## src/sv/bfvi_pkg.sv

```systemverilog
`timescale 1ns / 1ps
`default_nettype none
// ----------------------------------------------------------------------------
// bfvi_pkg: shared types and constants for the Bloom filter vector insert
// Filter geometry, hash constants, probe queue sizing and the job record
// passed from the hash front end to the probe back end.
// ----------------------------------------------------------------------------
package bfvi_pkg;

  // Filter store: 2^FILTER_AW bits, kept as rows of ROW_W bits
  localparam int unsigned FILTER_AW   = 20;
  localparam int unsigned FILTER_BITS = 1 << FILTER_AW;
  localparam int unsigned ROW_W       = 32;
  localparam int unsigned BIT_AW      = $clog2(ROW_W);
  localparam int unsigned ROWS        = FILTER_BITS / ROW_W;
  localparam int unsigned ROW_AW      = $clog2(ROWS);

  // Hashes and counters
  localparam int unsigned HASH_W     = 32;
  localparam int unsigned CNT_W      = 32;
  localparam int unsigned SDBM_SH_LO = 6;
  localparam int unsigned SDBM_SH_HI = 16;
  localparam logic [HASH_W-1:0] MX_PRIME = 32'h811C9DC5;

  // Probe count register
  localparam int unsigned HC_W = 5;
  localparam logic [HC_W-1:0] HC_RESET = HC_W'(2);

  // Job queue between front and back
  localparam int unsigned JQ_DEPTH = 2;
  localparam int unsigned JQ_PW    = $clog2(JQ_DEPTH);
  localparam int unsigned JQ_CW    = $clog2(JQ_DEPTH + 1);

  typedef logic [FILTER_AW-1:0] fpos_t;

  // Reduced hashes of one finished vector
  typedef struct packed {
    fpos_t p0;
    fpos_t p1;
  } job_t;

endpackage
`default_nettype wire

```

## src/sv/bfvi_job_q.sv

```systemverilog
`timescale 1ns / 1ps
`default_nettype none
// ----------------------------------------------------------------------------
// bfvi_job_q: short queue of finished vectors
// Decouples the hash front end from the probe back end.
// ----------------------------------------------------------------------------
module bfvi_job_q (
  input  logic           clk_i,
  input  logic           rst_ni,
  input  logic           push_i,
  input  bfvi_pkg::job_t data_i,
  output logic           full_o,
  input  logic           pop_i,
  output logic           empty_o,
  output bfvi_pkg::job_t data_o
);
  import bfvi_pkg::*;

  job_t             slot_q [JQ_DEPTH];
  logic [JQ_PW-1:0] wr_ptr_q, rd_ptr_q;
  logic [JQ_CW-1:0] cnt_q;
  logic             do_push, do_pop;

  assign full_o  = (cnt_q == JQ_CW'(JQ_DEPTH));
  assign empty_o = (cnt_q == '0);
  assign do_push = push_i & ~full_o;
  assign do_pop  = pop_i & ~empty_o;
  assign data_o  = slot_q[rd_ptr_q];

  // pointers and fill level
  always_ff @(posedge clk_i or negedge rst_ni) begin
    if (!rst_ni) begin
      wr_ptr_q <= '0;
      rd_ptr_q <= '0;
      cnt_q    <= '0;
    end else begin
      if (do_push) wr_ptr_q <= wr_ptr_q + 1'b1;
      if (do_pop)  rd_ptr_q <= rd_ptr_q + 1'b1;
      if (do_push && !do_pop) begin
        cnt_q <= cnt_q + 1'b1;
      end else if (do_pop && !do_push) begin
        cnt_q <= cnt_q - 1'b1;
      end
    end
  end

  // storage
  always_ff @(posedge clk_i) begin
    if (do_push) slot_q[wr_ptr_q] <= data_i;
  end

endmodule
`default_nettype wire

```

## config.mk

```make
export PLATFORM = sky130hd
export DESIGN_NAME = bfvi_job_q
export DESIGN_NICKNAME = d
export VERILOG_FILES = /design/src/sv/bfvi_pkg.sv /design/src/sv/bfvi_job_q.sv
export SDC_FILE = /design/constraint.sdc
export NUM_CORES = 1
export LEC_CHECK = 0
export ABC_AREA = 1
export BUFFER_PORTS_ARGS = -buffer_cell sky130_fd_sc_hd__buf_2
export CAP_MARGIN = 20
export CORE_AREA = 2 2 79 81
export DETAILED_ROUTE_END_ITERATION = 6
export DIE_AREA = 0 0 81 83
export GPL_TIMING_DRIVEN = 0
export PLACE_DENSITY = 0.82
export SYNTH_ARGS = -nofsm -noshare
export SYNTH_HDL_FRONTEND = slang
export SYNTH_SLANG_ARGS = --single-unit
```

## constraint.sdc

```tcl
create_clock -name clk_i -period 6.2 [get_ports clk_i]
set_input_delay 0.31 -clock clk_i [delete_from_list [all_inputs] [get_ports clk_i]]
set_output_delay 0.31 -clock clk_i [all_outputs]
set_load 0.02 [all_outputs]
```

==> results of run 1 <==
==> critical path, stage by stage, from the launching register on <==
cell,delay (ns)
dfrtp_1,0.50
nor2_2,0.11
nor2_4,0.10
nand2_1,0.09
inv_2,0.65
==> power breakdown <==
part           leakage, nW  total, W  switching (W)  internal [W]
logic                0.842  0.000734       0.000509      0.000225
clock network        0.111  0.000411       0.000186      0.000225
registers            0.792  0.000813      0.0000380      0.000775
total                 1.74   0.00196       0.000732       0.00123
==> kinds of logic after synthesis <==
kind of cell | Yosys count | synth area share [%]
flip-flops | 84 | 79.5
adder cells (fa/ha/maj) | 1 | 0.398
XOR/XNOR | 1 | 0.278
AND/OR/NAND/NOR | 136 | 16.8
buffers and inverters | 17 | 2.70
AO/OA/AOI/OAI | 2 | 0.318
==> Yosys cell counts, drive strengths merged <==
cell type	number	area, µm²
nor2	4	25.0
xnor2	1	8.76
edfxtp	80	2400
nand4	1	6.26
nand3b	1	7.51
inv	8	30.0
buf	9	55.1
nand2	129	484
o21ai	2	10.0
dfrtp	4	100
ha	1	12.5
nand3	1	5.00
==> worst paths after layout <==
path / end / slack [ns] / depth (start not counted)
worst max-delay path: slot_q[0][22] / 4.36 / 4
max in group asynchronous: cnt_q[1] / 5.78 / 2
min in group asynchronous: wr_ptr_q / 0.29 / 2
worst min register to register: wr_ptr_q / 0.49 / 2
worst min-delay path: slot_q[1][6] / 0.15 / 1
worst max register to register: slot_q[0][22] / 4.36 / 4
==> what timing repair did <==
| action | in CTS | in global routing |
|---|---|---|
| resized for setup | 0 | 0 |
| hold endpoints to repair | 4 | 0 |
| hold buffers | 1 | 0 |
==> metal layers <==
layer	wire (µm)	vias up	global-route usage (%)	share of wire, %
li1	-	1000	-	-
met1	2410	916	22.6	43
met2	2880	62	29.2	51
met3	263	10	4.02	4.6
met4	113	0	9.40	2.0
met5	0	-	0	0
==> metrics by stage <==
stage / cell area, µm² / setup slack (ns)
3_5_place_dp: 3700 / 4.35
6_report: 3930 / 4.36
5_1_grt: 3930 / 4.22
2_1_floorplan: 3150 / 3.53
4_1_cts: 3930 / 4.33
3_3_place_gp: 3670 / 2.60
==> sequential cells by signal (all words and copies together), names as in the netlist <==
name / cells
rd_ptr_q: 1
slot_q: 80
wr_ptr_q: 1
cnt_q: 2
==> cell type report <==
cell class / count / area [µm²] / share of cell area (%)
repair buffers: 87 / 463 / 11.8
clock inverters: 7 / 91.3 / 2.33
flip-flops and latches: 84 / 2500 / 63.7
inverters: 8 / 30.0 / 0.765
well taps: 75 / 93.8 / 2.39
clock buffers: 9 / 124 / 3.15
plain buffers: 9 / 55.1 / 1.40
multi-input cells: 140 / 567 / 14.4
==> metrics, run 1 <==
status=completed; Congestion Overflow GR=0; clock skew=around 0.012 ns; via density per instance=4.74; Yosys reg bits=84; sequential area share after synthesis=79.5%; die width=81 µm; worst r2r src=cnt_q[0]; antenna-violating nets left=0; nets=between 300 and 400; Initial Util=54.1%; post-CTS setup buffer count=0; worst endpoint required time=6.16 ns; H-tree level count=3; overall power=0.00196 W; CTS clk-pin slew, worst paths=0.09 ns; Post-Syn Nets=286; min-delay worst type=in2reg; worst vdd ir=between 0.0003 and 0.0004 V; WHS=0.153 ns; num rows=28; Leak=between 1.5 and 2 nW; max cap viols=0; hold_sp=data_i[6]; Syn Inst Count=241; GPL Wtd Cong=0.769; Worst Max-Slew Pin Slew=0.880 ns; area of the mapped netlist=around 3100 µm²; unrepaired setup endpoints after global routing=no; Max Freq=0.544 GHz; Longest Clk Path Bufs=2; core area=5820 µm²; Detailed Routing Iterations Pass 1=4; TritonCTS Buffers=9; Worst setup EP type=register; Yosys cell types=16; Max FO, Critical Path=40; area grow syn2layout=24.8%; most common cell after layout, fill and taps aside=nand2_1; Vias=1988; fillers=441; DRC violations left=0; Avg Inst Size Synth=13.1 µm²; CTS tree=built; # setup viols final=0; initial antenna violation count=0; clk_lat worst skew=0.34 ns; setup_tns=0 ns; DRT iter0 DRCs=142; Top-Level Pins=86; most frequent cells in the layout=nand2_1 (129), buf_2 (90), edfxtp_1 (80); Inserted Diodes=0; endpoints failing hold=0; Yosys warnings=0; WL/cell=13.5 µm; Max Slew Vio Count=0; Worst EP arrival=roughly 1.8 ns; Clock Sinks=between 80 and 90; relative slew slack=41.3%; port bufs=85; final WL=5660 µm; first-pass GRT wire length=8980 µm; Core Util, Final=67.5%; pwr/cell area=499 nW/µm²; fin crit period=1.84 ns; vias in the first global route=1967; clock root cell=clkbuf_8; fraction of layout cells with a size suffix above 1=33.7%; CP startpoint kind=register; full die area=6720 µm²; period utilization=between 20 and 30%; Inst Count DP=402; Vert. Die Dim=83 µm; crit path kind=reg2reg; Critical path origin=cnt_q[0]; HPWL after DPL=3760 µm; largest net degree at the start of global routing=41; Layout Cells excl Fill=between 400 and 500; GR Util All Layers=roughly 18%
Note: power is estimated with default switching activity, not from simulation.
==> run 2, diff against run 1 <==
CORE_AREA = 2 2 82 84   (was 2 2 79 81)
DIE_AREA = 0 0 84 86   (was 0 0 81 83)
PLACE_DENSITY = 0.76   (was 0.82)
clock period = 1.7 ns   (was 6.2 ns; I/O delays follow)
==> run 2 against run 1 <==
Effect of this change:
- worst hold slack worse by 0.061 ns
- setup slack worse by 4.3 ns
- core utilization up 2.4 points
- critical path depth up 1
- fmax up 16%
- combinational power rose to 3.8 times the previous value
- first-iteration DRC count down 7.7%
- via count up 8.5%
- flip-flop and latch count unchanged
- die area up 7.5%
- clock skew down 0.0060 ns
- critical endpoint is now slot_q[0][18]
==> metrics, run 2 (same netlist as run 1, synthesis figures left out) <==
status=completed; period utilization=93.7% (+64 points); via density per instance=4.65 (-2.0%); WHS=0.0920 ns (-0.0605 ns); Worst setup EP type=register; worst endpoint required time=1.64 ns (-4.52 ns); Inserted Diodes=0 (unchanged); full die area=7220 µm² (+7.5%); area of the multi-input gates=579 µm² (+2.2%); fillers=444 (+0.68%); initial antenna violation count=0 (unchanged); HPWL after DPL=3550 µm (-5.5%); TritonCTS Buffers=9 (unchanged); worst vdd ir=0.00104 V (+240%); area grow syn2layout=39.6%; # setup viols final=0 (unchanged); WL/cell=13.4 µm (-0.51%); max cap viols=0 (unchanged); port bufs=85 (unchanged); fin crit period=1.59 ns (-0.247 ns); WP depth=5 (+1); Vert. Die Dim=86 µm (+3.6%); area occupied by registers=2500 µm² (about the same); Worst path max stage delay=0.42 ns (-0.23 ns); Post-Layout Inst Area=4390 µm² (+12%); GR Util All Layers=17.8% (-0.24 points); fraction of layout cells with a size suffix above 1=30.5% (-3.2 points); placed standard-cell area=3710 µm² (+0.20%); Worst EP arrival=1.53 ns (-0.27 ns); core area=6280 µm² (+7.9%); unrepaired setup endpoints after global routing=no; DRC violations left=0 (unchanged); Core Util, Final=70.0% (+2.4 points); Longest Clk Path Bufs=2 (unchanged); Max FO, Critical Path=20 (-50%); most common cell after layout, fill and taps aside=nand2_1; worst path bufs/invs=2 (+1); Initial Util=50.1% (-4.0 points); largest reg by FF count=slot_q; CP startpoint kind=register; Top-Level Pins=86 (unchanged); most numerous cell on the critical path=nor2_4; max reg flops=80 (unchanged); largest net degree at the start of global routing=27 (-34%); endpoints failing hold=0 (unchanged); crit path kind=reg2reg; die width=84 µm (+3.7%); most frequent cells in the layout=nand2_1 (128), buf_2 (90), edfxtp_1 (80); Reg2Reg Depth=5 (+1); biggest registers after layout=slot_q x80, cnt_q x2; relative slew slack=67.6% (+26 points); H-tree level count=3 (unchanged); Top delay family on crit path=buffers and inverters; setup_tns=0 ns (unchanged); clock root cell=clkbuf_8; vias in the first global route=2158 (+9.7%); clk_lat worst skew=0.34 ns (about the same); Congestion Overflow GR=0 (unchanged); nets=427 (+11%); DRT iter0 DRCs=131 (-7.7%); clock skew=0.00614 ns (-0.00598 ns); Clock Sinks=84 (unchanged); CTS clk-pin slew, worst paths=0.08 ns (about the same); Detailed Routing Iterations Pass 1=4 (unchanged); overall power=0.00741 W (+280%); Max Slew Vio Count=0 (unchanged); pwr/cell area=1690 nW/µm² (+240%); CP max stage cell=dfrtp_1; Leak=1.92 nW (+10%); Worst Max-Slew Pin Slew=0.485 ns (-0.395 ns); min-delay worst type=in2async; Max Freq=0.628 GHz (+16%); antenna-violating nets left=0 (unchanged); Vias=2157 (+8.5%); num rows=29 (+3.6%); CTS tree=built; final WL=6240 µm (+10%); GPL Wtd Cong=0.691 (-10%); worst-path cell chain=inv_2, nor2_4, nor2_4, nand2_4, clkinvlp_4; first-pass GRT wire length=9660 µm (+7.6%)
run 2: cell types whose count changed in the layout (fill, tap and decap cells not counted), moves of 2 or more:
cell	delta
buf_12	+2
dlygate4sd3_1	+41
clkinvlp_4	+2
clkinv_4	-2
run 2: layout make-up:
class                      count  area share, %
inverter                       8          0.769
multi-input combinational    140           13.2
clock inverter                 6           2.34
tap                           77           2.19
timing repair inverter         1          0.171
clock buffer                  10           2.91
buffer                         9           1.25
timing repair buffer         129           20.2
sequential                    84           57.0
run 2: final timing paths:
path	from	end	slack (ns)
min	rst_ni	cnt_q[0]	0.09
min reg2reg	wr_ptr_q	wr_ptr_q	0.53
min in group clk_i	push_i	wr_ptr_q	0.13
max reg2reg	cnt_q[1]	slot_q[0][18]	0.11
max	cnt_q[1]	slot_q[0][18]	0.11
max in group asynchronous	rst_ni	cnt_q[0]	1.48
run 2: worst register-to-register path, cell delays in order (launching register included):
cell and delay [ns]:
dfrtp_1 0.42, inv_2 0.09, nor2_4 0.13, nor2_4 0.05, nand2_4 0.08, clkinvlp_4 0.41
run 2: layer usage:
metal	part of all wire [%]	GRT usage (%)	wire length, µm
met1	42	20.1	2640
met2	51	32.1	3190
met3	5.0	4.91	310
met4	1.6	7.18	100
met5	0	0	0
run 2: where the power goes:
part	internal (W)	switching, W	total [W]
combinational	0.000914	0.00190	0.00281
clock	0.000964	0.000659	0.00162
sequential	0.00283	0.000150	0.00298
total	0.00471	0.00271	0.00741
run 2: metrics by stage:
step | std cells | setup WS (ns)
detailed placement | 404 | -0.325
global placement | 403 | -0.264
floorplan | 241 | -0.00733
finish | 464 | 0.107
CTS | 463 | 0.0227
global route | 464 | 0.00307
run 2: what timing repair did:
item                                    CTS  global route
endpoints found under the setup margin   40            46
cloned                                    1             0
endpoints found under the hold margin    85             0
gates resized for setup                   1             1
buffers inserted                          0             1
hold buffers                             42             0
pin swaps                                 0             1
