## config.mk

```make
export PLATFORM = sky130hd
export DESIGN_NAME = bfvi_front
export DESIGN_NICKNAME = d
export VERILOG_FILES = /design/src/sv/bfvi_pkg.sv /design/src/sv/bfvi_front.sv
export SDC_FILE = /design/constraint.sdc
export NUM_CORES = 1
export LEC_CHECK = 0
export BUFFER_PORTS_ARGS = -buffer_cell sky130_fd_sc_hd__buf_4
export CORE_AREA = 2 2 112 114
export DETAILED_ROUTE_END_ITERATION = 6
export DIE_AREA = 0 0 114 116
export HOLD_SLACK_MARGIN = 0.05
export PLACE_DENSITY = 0.79
export SLEW_MARGIN = 40
export SYNTH_ARGS = -nofsm -noshare
export SYNTH_HDL_FRONTEND = slang
export SYNTH_SLANG_ARGS = --single-unit
```

## constraint.sdc

```tcl
create_clock -name clk_i -period 6.45 [get_ports clk_i]
set_clock_uncertainty 0.1 [all_clocks]
set_input_delay 1.29 -clock clk_i [delete_from_list [all_inputs] [get_ports clk_i]]
set_output_delay 1.29 -clock clk_i [all_outputs]
set_load 0.02 [all_outputs]
```

## src/sv/bfvi_pkg.sv

```systemverilog
`timescale 1ns / 1ps
`default_nettype none
// ----------------------------------------------------------------------------
// bfvi_pkg: shared types and constants for the Bloom filter vector insert
// Filter geometry, hash constants, probe queue sizing and the job record
// passed from the hash front end to the probe back end.
// ----------------------------------------------------------------------------
package bfvi_pkg;

  // Filter store: 2^FILTER_AW bits, kept as rows of ROW_W bits
  localparam int unsigned FILTER_AW   = 20;
  localparam int unsigned FILTER_BITS = 1 << FILTER_AW;
  localparam int unsigned ROW_W       = 32;
  localparam int unsigned BIT_AW      = $clog2(ROW_W);
  localparam int unsigned ROWS        = FILTER_BITS / ROW_W;
  localparam int unsigned ROW_AW      = $clog2(ROWS);

  // Hashes and counters
  localparam int unsigned HASH_W     = 32;
  localparam int unsigned CNT_W      = 32;
  localparam int unsigned SDBM_SH_LO = 6;
  localparam int unsigned SDBM_SH_HI = 16;
  localparam logic [HASH_W-1:0] MX_PRIME = 32'h811C9DC5;

  // Probe count register
  localparam int unsigned HC_W = 5;
  localparam logic [HC_W-1:0] HC_RESET = HC_W'(2);

  // Job queue between front and back
  localparam int unsigned JQ_DEPTH = 2;
  localparam int unsigned JQ_PW    = $clog2(JQ_DEPTH);
  localparam int unsigned JQ_CW    = $clog2(JQ_DEPTH + 1);

  typedef logic [FILTER_AW-1:0] fpos_t;

  // Reduced hashes of one finished vector
  typedef struct packed {
    fpos_t p0;
    fpos_t p1;
  } job_t;

endpackage
`default_nettype wire

```

## src/sv/bfvi_front.sv

```systemverilog
`timescale 1ns / 1ps
`default_nettype none
// ----------------------------------------------------------------------------
// bfvi_front: element intake and running hashes
// Folds each element into the SDBM and multiply-xor hashes; on the last
// element of a vector it hands the reduced hashes to the job queue.
// ----------------------------------------------------------------------------
module bfvi_front (
  input  logic           clk_i,
  input  logic           rst_ni,
  input  logic           push_i,
  input  logic [31:0]    element_value_i,
  input  logic           is_last_i,
  input  logic           stall_i,
  output logic           full_o,
  output logic           job_push_o,
  output bfvi_pkg::job_t job_o
);
  import bfvi_pkg::*;

  logic [HASH_W-1:0] sdbm_q, sdbm_d;
  logic [HASH_W-1:0] mx_q, mx_d, mx_prod;
  logic              accept;

  assign full_o = stall_i;
  assign accept = push_i & ~stall_i;

  // next hash values, wrapping at 32 bits
  assign sdbm_d  = element_value_i + (sdbm_q << SDBM_SH_LO) + (sdbm_q << SDBM_SH_HI) - sdbm_q;
  assign mx_prod = mx_q * MX_PRIME;
  assign mx_d    = mx_prod ^ element_value_i;

  // accumulators restart after the last element
  always_ff @(posedge clk_i or negedge rst_ni) begin
    if (!rst_ni) begin
      sdbm_q <= '0;
      mx_q   <= '0;
    end else if (accept) begin
      if (is_last_i) begin
        sdbm_q <= '0;
        mx_q   <= '0;
      end else begin
        sdbm_q <= sdbm_d;
        mx_q   <= mx_d;
      end
    end
  end

  // filter size is a power of two: reduction keeps the low bits
  assign job_push_o = accept & is_last_i;
  assign job_o.p0   = sdbm_d[FILTER_AW-1:0];
  assign job_o.p1   = mx_d[FILTER_AW-1:0];

endmodule
`default_nettype wire

```

==> results of run 1 <==
## sequential cells by signal (all words and copies together) (netlist names)
signal	cells
mx_q	20
sdbm_q	20
## worst max-delay path: cells and delay by family, from the launching register on
family | cells | cell delay, ns
flops | 1 | 0.48
simple gates | 1 | 0.13
buf+inv | 5 | 0.38
fa+ha+maj | 9 | 3.56
xor+xnor | 1 | 0.14
compound gates | 4 | 0.83
## metal layers
metal	GRT usage	routed length, um	up-vias
li1	-	-	2513
met1	0.361	7610	2673
met2	0.522	9900	213
met3	0.0345	1020	62
met4	0.144	1060	0
met5	0	0	-
## through the flow
step,setup slack [ns],util,area [um^2],hold slack [ns],std cells
2_1_floorplan,0.00116,-,6930,0.350,672
3_3_place_gp,-0.312,0.678,8080,0.366,943
3_5_place_dp,-0.372,0.681,8110,0.376,944
4_1_cts,-0.634,0.731,8710,0.391,973
5_1_grt,-0.866,0.751,8950,0.407,979
6_report,-0.747,0.751,8950,0.385,979
## layout by cell type, fill, tap and decap left out, types with 3 or more instances in the layout
cell / netlist / final
dfrtp_2: 0 / 9
o21a_1: 10 / 10
o21ai_0: 15 / 11
ha_1: 130 / 87
nand3_1: 5 / 4
a22o_1: 32 / 32
a21oi_1: 20 / 16
buf_6: 0 / 15
a21oi_2: 0 / 3
a21o_1: 10 / 10
o21ai_2: 0 / 3
xor2_1: 17 / 14
xnor2_1: 55 / 45
xnor2_4: 0 / 3
ha_4: 0 / 41
o21bai_1: 3 / 3
inv_2: 0 / 23
fa_2: 0 / 8
nor2_1: 19 / 16
nand2_1: 20 / 18
inv_1: 167 / 144
fa_1: 70 / 62
buf_4: 1 / 143
clkbuf_16: 0 / 5
nor3_1: 7 / 6
dfrtp_1: 40 / 31
xnor2_2: 0 / 7
nor2b_1: 5 / 4
o31ai_1: 5 / 4
## cells by family (layout without fill, tap and decap cells)
group,count (synthesis),count (layout),synth area share
XOR/XNOR,72,72,0.0971
adder cells (fa/ha/maj),200,200,0.466
AO/OA/AOI/OAI,115,115,0.130
AND/OR/NAND/NOR,69,69,0.0505
flip-flops,40,40,0.154
buffers and inverters,176,336,0.102
## cell type report
cell class                 count  share of cell area
timing repair buffer         161               0.146
multi-input combinational    456               0.634
clock buffer                   6              0.0144
sequential                    40               0.113
clock inverter                 2             0.00140
inverter                     167              0.0700
tap                          147              0.0206
## worst max path at each step
stage                              from        end  slack (ns)  depth (start not counted)
finish              mx_q[5]$_DFFE_PN0P_  job_o[19]       -0.75                         20
global placement    mx_q[6]$_DFFE_PN0P_  job_o[19]       -0.31                         20
global route        mx_q[5]$_DFFE_PN0P_  job_o[19]       -0.87                         20
detailed placement  mx_q[6]$_DFFE_PN0P_  job_o[18]       -0.37                         20
CTS                 mx_q[6]$_DFFE_PN0P_  job_o[19]       -0.63                         20
floorplan           mx_q[9]$_DFFE_PN0P_  job_o[18]       0.001                         17
## what timing repair did
action	in CTS	in global routing
pin swaps	40	36
setup buffers	21	8
gates resized for setup	56	39
endpoints found under the setup margin	10	10
endpoints found under the hold margin	0	0
==> flow_metrics.env, run 1 <==
export IMPL_clock_sinks=40
export IMPL_crit_required_ns=5.06
export IMPL_ys_seq_elements=40
export IMPL_layout_nets=1068
export IMPL_final_hold_viol_count=0
export IMPL_area_growth_pct=37.8
export IMPL_diodes=0
export IMPL_hold_path_startpoint="sdbm_q[2]$_DFFE_PN0P_"
export IMPL_reg2reg_slack_ns=0.47
export IMPL_fmax_mhz=139
export IMPL_htree_levels=2
export IMPL_regArea_um2=1010
export IMPL_worst_r2r_cell_count=23
export IMPL_vias_per_cell=5.58
export IMPL_slowest_delay_ns=0.58
export IMPL_multiInputGateArea_um2=5680
export IMPL_antenna_found_initial=0
export IMPL_synthTopCellsByCount="inv_1 (167), ha_1 (130), fa_1 (70)"
export IMPL_crit_fanout=4
export IMPL_syn_num_nets=909
export IMPL_dieArea_um2=13200
export IMPL_whs_path_depth=2
export IMPL_drtAntennaViolNets=0
export IMPL_initial_utilization=0.545
export IMPL_slew_headroom=0.599
export IMPL_rows=40
export IMPL_synth_cell_type_count=48
export IMPL_synth_warnings=0
export IMPL_r2r_end="mx_q[18]$_DFFE_PN0P_"
export IMPL_vias=5461
export IMPL_cp_cell_sequence="ha_4, fa_1, inv_1, fa_1, fa_1, inv_2, ha_4, ha_4, fa_2, inv_2, fa_1, inv_2, ha_4, a21o_1, a21oi_2, nand2_1, o21bai_1, a31oi_4, xnor2_2, buf_4"
export IMPL_grt_pass1_vias=6009
export IMPL_cts_inserted_buffers=5
export IMPL_drtIter0Drc=264
export IMPL_slew_violations=0
export IMPL_clock_path_buffers=2
export IMPL_r2r_start="mx_q[5]$_DFFE_PN0P_"
export IMPL_grt_pass1_wl_um=30000
export IMPL_syn_inst=672
export IMPL_maxCapViolations=0
export IMPL_grt_max_degree=48
export IMPL_crit_path_start_kind="flip-flop"
export IMPL_clk_pin_slew_worst_paths_ns=0.07
export IMPL_setup_viol=9
export IMPL_synthMostInstantiatedCell="inv_1"
export IMPL_crit_arrival_ns=5.81
export IMPL_synth_edf_count=0
export IMPL_hpwl_um=14200
export IMPL_cts_root_buf="clkbuf_16"
export IMPL_hold_buffers=0
export IMPL_whs_endpoint="sdbm_q[2]$_DFFE_PN0P_"
export IMPL_rsz0062_at_grt="yes"
export IMPL_seq_area_frac_synth=0.154
export IMPL_ys_top_cells_by_area="ha_1 (25%), fa_1 (22%), dfrtp_1 (15%)"
export IMPL_fin_ws_ns=-0.747
export IMPL_synth_flop_cell="dfrtp_1"
export IMPL_synthArstFlopShare=1.00
export IMPL_min_period_ns=7.20
export IMPL_drive_gt1_frac=0.352
export IMPL_ios=79
export IMPL_worst_slew_pin_slew_ns=0.602
export IMPL_post_synth_cell_area_avg_um2=9.66
export IMPL_place_gp_congestion=0.907
export IMPL_routedWlPerCell_um=20.0
export IMPL_tns_ns=-4.86
export IMPL_die_h_um=116
export IMPL_coreArea_um2=11900
export IMPL_slowest_stage="fa_2"
export IMPL_drc_errors=0
export IMPL_tritoncts="done"
export IMPL_fp_dieW_um=114
export IMPL_end_kind="output port"
export IMPL_grt_use_total=0.296
export IMPL_fin_crit_sh=1.12
export IMPL_path_class="reg2out"
export IMPL_yosysTopAreaCell="ha_1"
export IMPL_status="finished, violations left"
export IMPL_gr_total_overflow=0
export IMPL_violations="negative setup slack"
export IMPL_final_fill_count=760
export IMPL_wirelength_um=19600
export IMPL_portBuffers=66
export IMPL_netlist_area_um2=6490
export IMPL_yosys_area_top_type_share=0.251
export IMPL_drt_pass1_iter_count=4
export IMPL_clock_latency_ns=0.29
export IMPL_hold_class="reg2reg"
Power of run 1 is left out: the tool's default activity adds up to more than one toggle a clock period on the data nets, which glitch-free logic cannot reach.
==> run 2: changes to the inputs <==
--- a/config.mk
+++ b/config.mk
@@ -6,11 +6,12 @@
 export NUM_CORES = 1
 export LEC_CHECK = 0
 export BUFFER_PORTS_ARGS = -buffer_cell sky130_fd_sc_hd__buf_4
-export CORE_AREA = 2 2 112 114
+export CORE_AREA = 8 8 118 120
 export DETAILED_ROUTE_END_ITERATION = 6
-export DIE_AREA = 0 0 114 116
+export DIE_AREA = 0 0 126 128
 export HOLD_SLACK_MARGIN = 0.05
 export PLACE_DENSITY = 0.79
+export SKIP_CTS_REPAIR_TIMING = 1
 export SLEW_MARGIN = 40
 export SYNTH_ARGS = -nofsm -noshare
 export SYNTH_HDL_FRONTEND = slang
==> run 2 against run 1 <==
The flow still finishes with violations (negative setup slack). Via count shrank 0.99%. Register-to-register slack gained 0.12 ns. Global-route usage shrank 7.6 points. Sequential cell count is the same. Non-clock buffer count shrank 14. Cell count shrank 1.1%. Final area shrank 1.9%. Wire length grew 0.98%. Sequential share of layout area grew 0.20 points. Clock-buffer cell count grew 1.
==> flow_metrics.env, run 2 (synthesis gave the netlist of run 1 again) <==
export IMPL_slowest_stage="fa_1"
export IMPL_fin_ws_ns=-0.784
export IMPL_fp_dieW_um=126
export IMPL_place_gp_congestion=0.934
export IMPL_worst_slew_pin_slew_ns=0.656
export IMPL_slew_headroom=0.563
export IMPL_reg2reg_slack_ns=0.59
export IMPL_slowest_delay_ns=0.57
export IMPL_dieArea_um2=16100
export IMPL_vias=5407
export IMPL_layout_cells_most_common="inv_1"
export IMPL_wirelength_um=19800
export IMPL_gr_total_overflow=0
export IMPL_grt_use_total=0.220
export IMPL_path_class="reg2out"
export IMPL_cts_inserted_buffers=5
export IMPL_coreArea_um2=12200
export IMPL_area_growth_pct=35.3
export IMPL_die_h_um=128
export IMPL_end_kind="output port"
export IMPL_cp_cell_sequence="ha_4, fa_1, fa_1, inv_2, fa_1, inv_2, ha_4, ha_4, fa_1, inv_2, fa_1, inv_2, ha_4, nor3_4, nor3b_4, nor2_1, a21oi_1, o21ai_1, buf_4, xnor2_2, buf_4"
export IMPL_grt_pass1_wl_um=28000
export IMPL_diodes=0
export IMPL_clock_sinks=40
export IMPL_layout_nets=1054
export IMPL_crit_top_cell="fa_1"
export IMPL_cp_num_buf_inv=6
export IMPL_cts_root_buf="clkbuf_16"
export IMPL_clock_latency_ns=0.30
export IMPL_place_inst=943
export IMPL_drtIter0Drc=323
export IMPL_finalNonFillerCells=968
export IMPL_hold_class="reg2reg"
export IMPL_layout_common_cells="inv_1 (148), buf_4 (132), ha_1 (90)"
export IMPL_fmax_mhz=138
export IMPL_drc_errors=0
export IMPL_maxCapViolations=0
export IMPL_grt_pass1_vias=5622
export IMPL_portBuffers=66
export IMPL_htree_levels=2
export IMPL_slew_violations=0
export IMPL_drive_gt1_frac=0.325
export IMPL_crit_arrival_ns=5.84
export IMPL_drt_pass1_iter_count=6
export IMPL_drtAntennaViolNets=0
export IMPL_fin_crit_sh=1.12
export IMPL_min_period_ns=7.23
export IMPL_crit_family="adder cells"
export IMPL_grt_max_degree=48
export IMPL_crit_path_start_kind="flip-flop"
export IMPL_clock_path_buffers=2
export IMPL_clk_pin_slew_worst_paths_ns=0.07
export IMPL_top_regs="mx_q (20), sdbm_q (20)"
export IMPL_rows=41
export IMPL_tritoncts="done"
export IMPL_final_hold_viol_count=0
export IMPL_initial_utilization=0.532
export IMPL_setup_viol=9
export IMPL_crit_fanout=5
export IMPL_rsz0062_at_grt="yes"
export IMPL_antenna_found_initial=0
export IMPL_routedWlPerCell_um=20.4
export IMPL_violations="negative setup slack"
export IMPL_status="finished, violations left"
export IMPL_crit_required_ns=5.06
export IMPL_hpwl_um=14500
export IMPL_vias_per_cell=5.59
export IMPL_ios=79
-- run 2: cell types whose count changed in the layout (fill, tap and decap cells not counted), moves of 3 or more --
| cell | change |
|---|---|
| buf_4 | -11 |
| inv_2 | -4 |
| ha_1 | +3 |
| inv_1 | +4 |
-- run 2: worst reg2reg max path: cells and delay by family (launching register included) --
family	cells	cell delay [ns]
compound gates	3	0.38
xor+xnor	1	0.07
fa+ha+maj	9	3.69
buf+inv	6	0.52
flops	1	0.48
simple gates	3	0.52
-- run 2: metal layers --
metal,wire [um],up-vias,GRT usage
li1,-,2488,-
met1,7430,2639,0.259
met2,10300,217,0.411
met3,1120,63,0.0237
met4,939,0,0.0672
met5,0,-,0
-- run 2: through the flow --
stage	utilization	area [um^2]	worst slack, ns	TNS (ns)	hold WS (ns)
2_1_floorplan	-	6930	0.00116	0	0.350
3_3_place_gp	0.661	8070	-0.355	-1.90	0.365
4_1_cts	0.675	8240	-0.770	-5.43	0.395
5_1_grt	0.719	8780	-0.936	-6.07	0.425
3_5_place_dp	0.663	8100	-0.433	-2.50	0.380
6_report	0.719	8780	-0.784	-5.05	0.390
-- run 2: area by class of cell --
class	instances	area (um^2)
clock buffers	7	133
clock inverters	1	5.00
fillers	800	3430
inverters	167	627
multi-input cells	456	5630
flip-flops and latches	40	1010
well taps	150	188
repair buffers	147	1180
-- run 2: path summary, 6_finish.rpt --
path / startpoint / end / cells past startpoint
max: mx_q[8]$_DFFE_PN0P_ / job_o[17] / 21
min: sdbm_q[2]$_DFFE_PN0P_ / sdbm_q[2]$_DFFE_PN0P_ / 2
max reg2reg: mx_q[8]$_DFFE_PN0P_ / mx_q[17]$_DFFE_PN0P_ / 22
min reg2reg: sdbm_q[2]$_DFFE_PN0P_ / sdbm_q[2]$_DFFE_PN0P_ / 2
max in group asynchronous: rst_ni / mx_q[4]$_DFFE_PN0P_ / 1
min in group asynchronous: rst_ni / mx_q[14]$_DFFE_PN0P_ / 1
Power of run 2 is left out for the same reason.
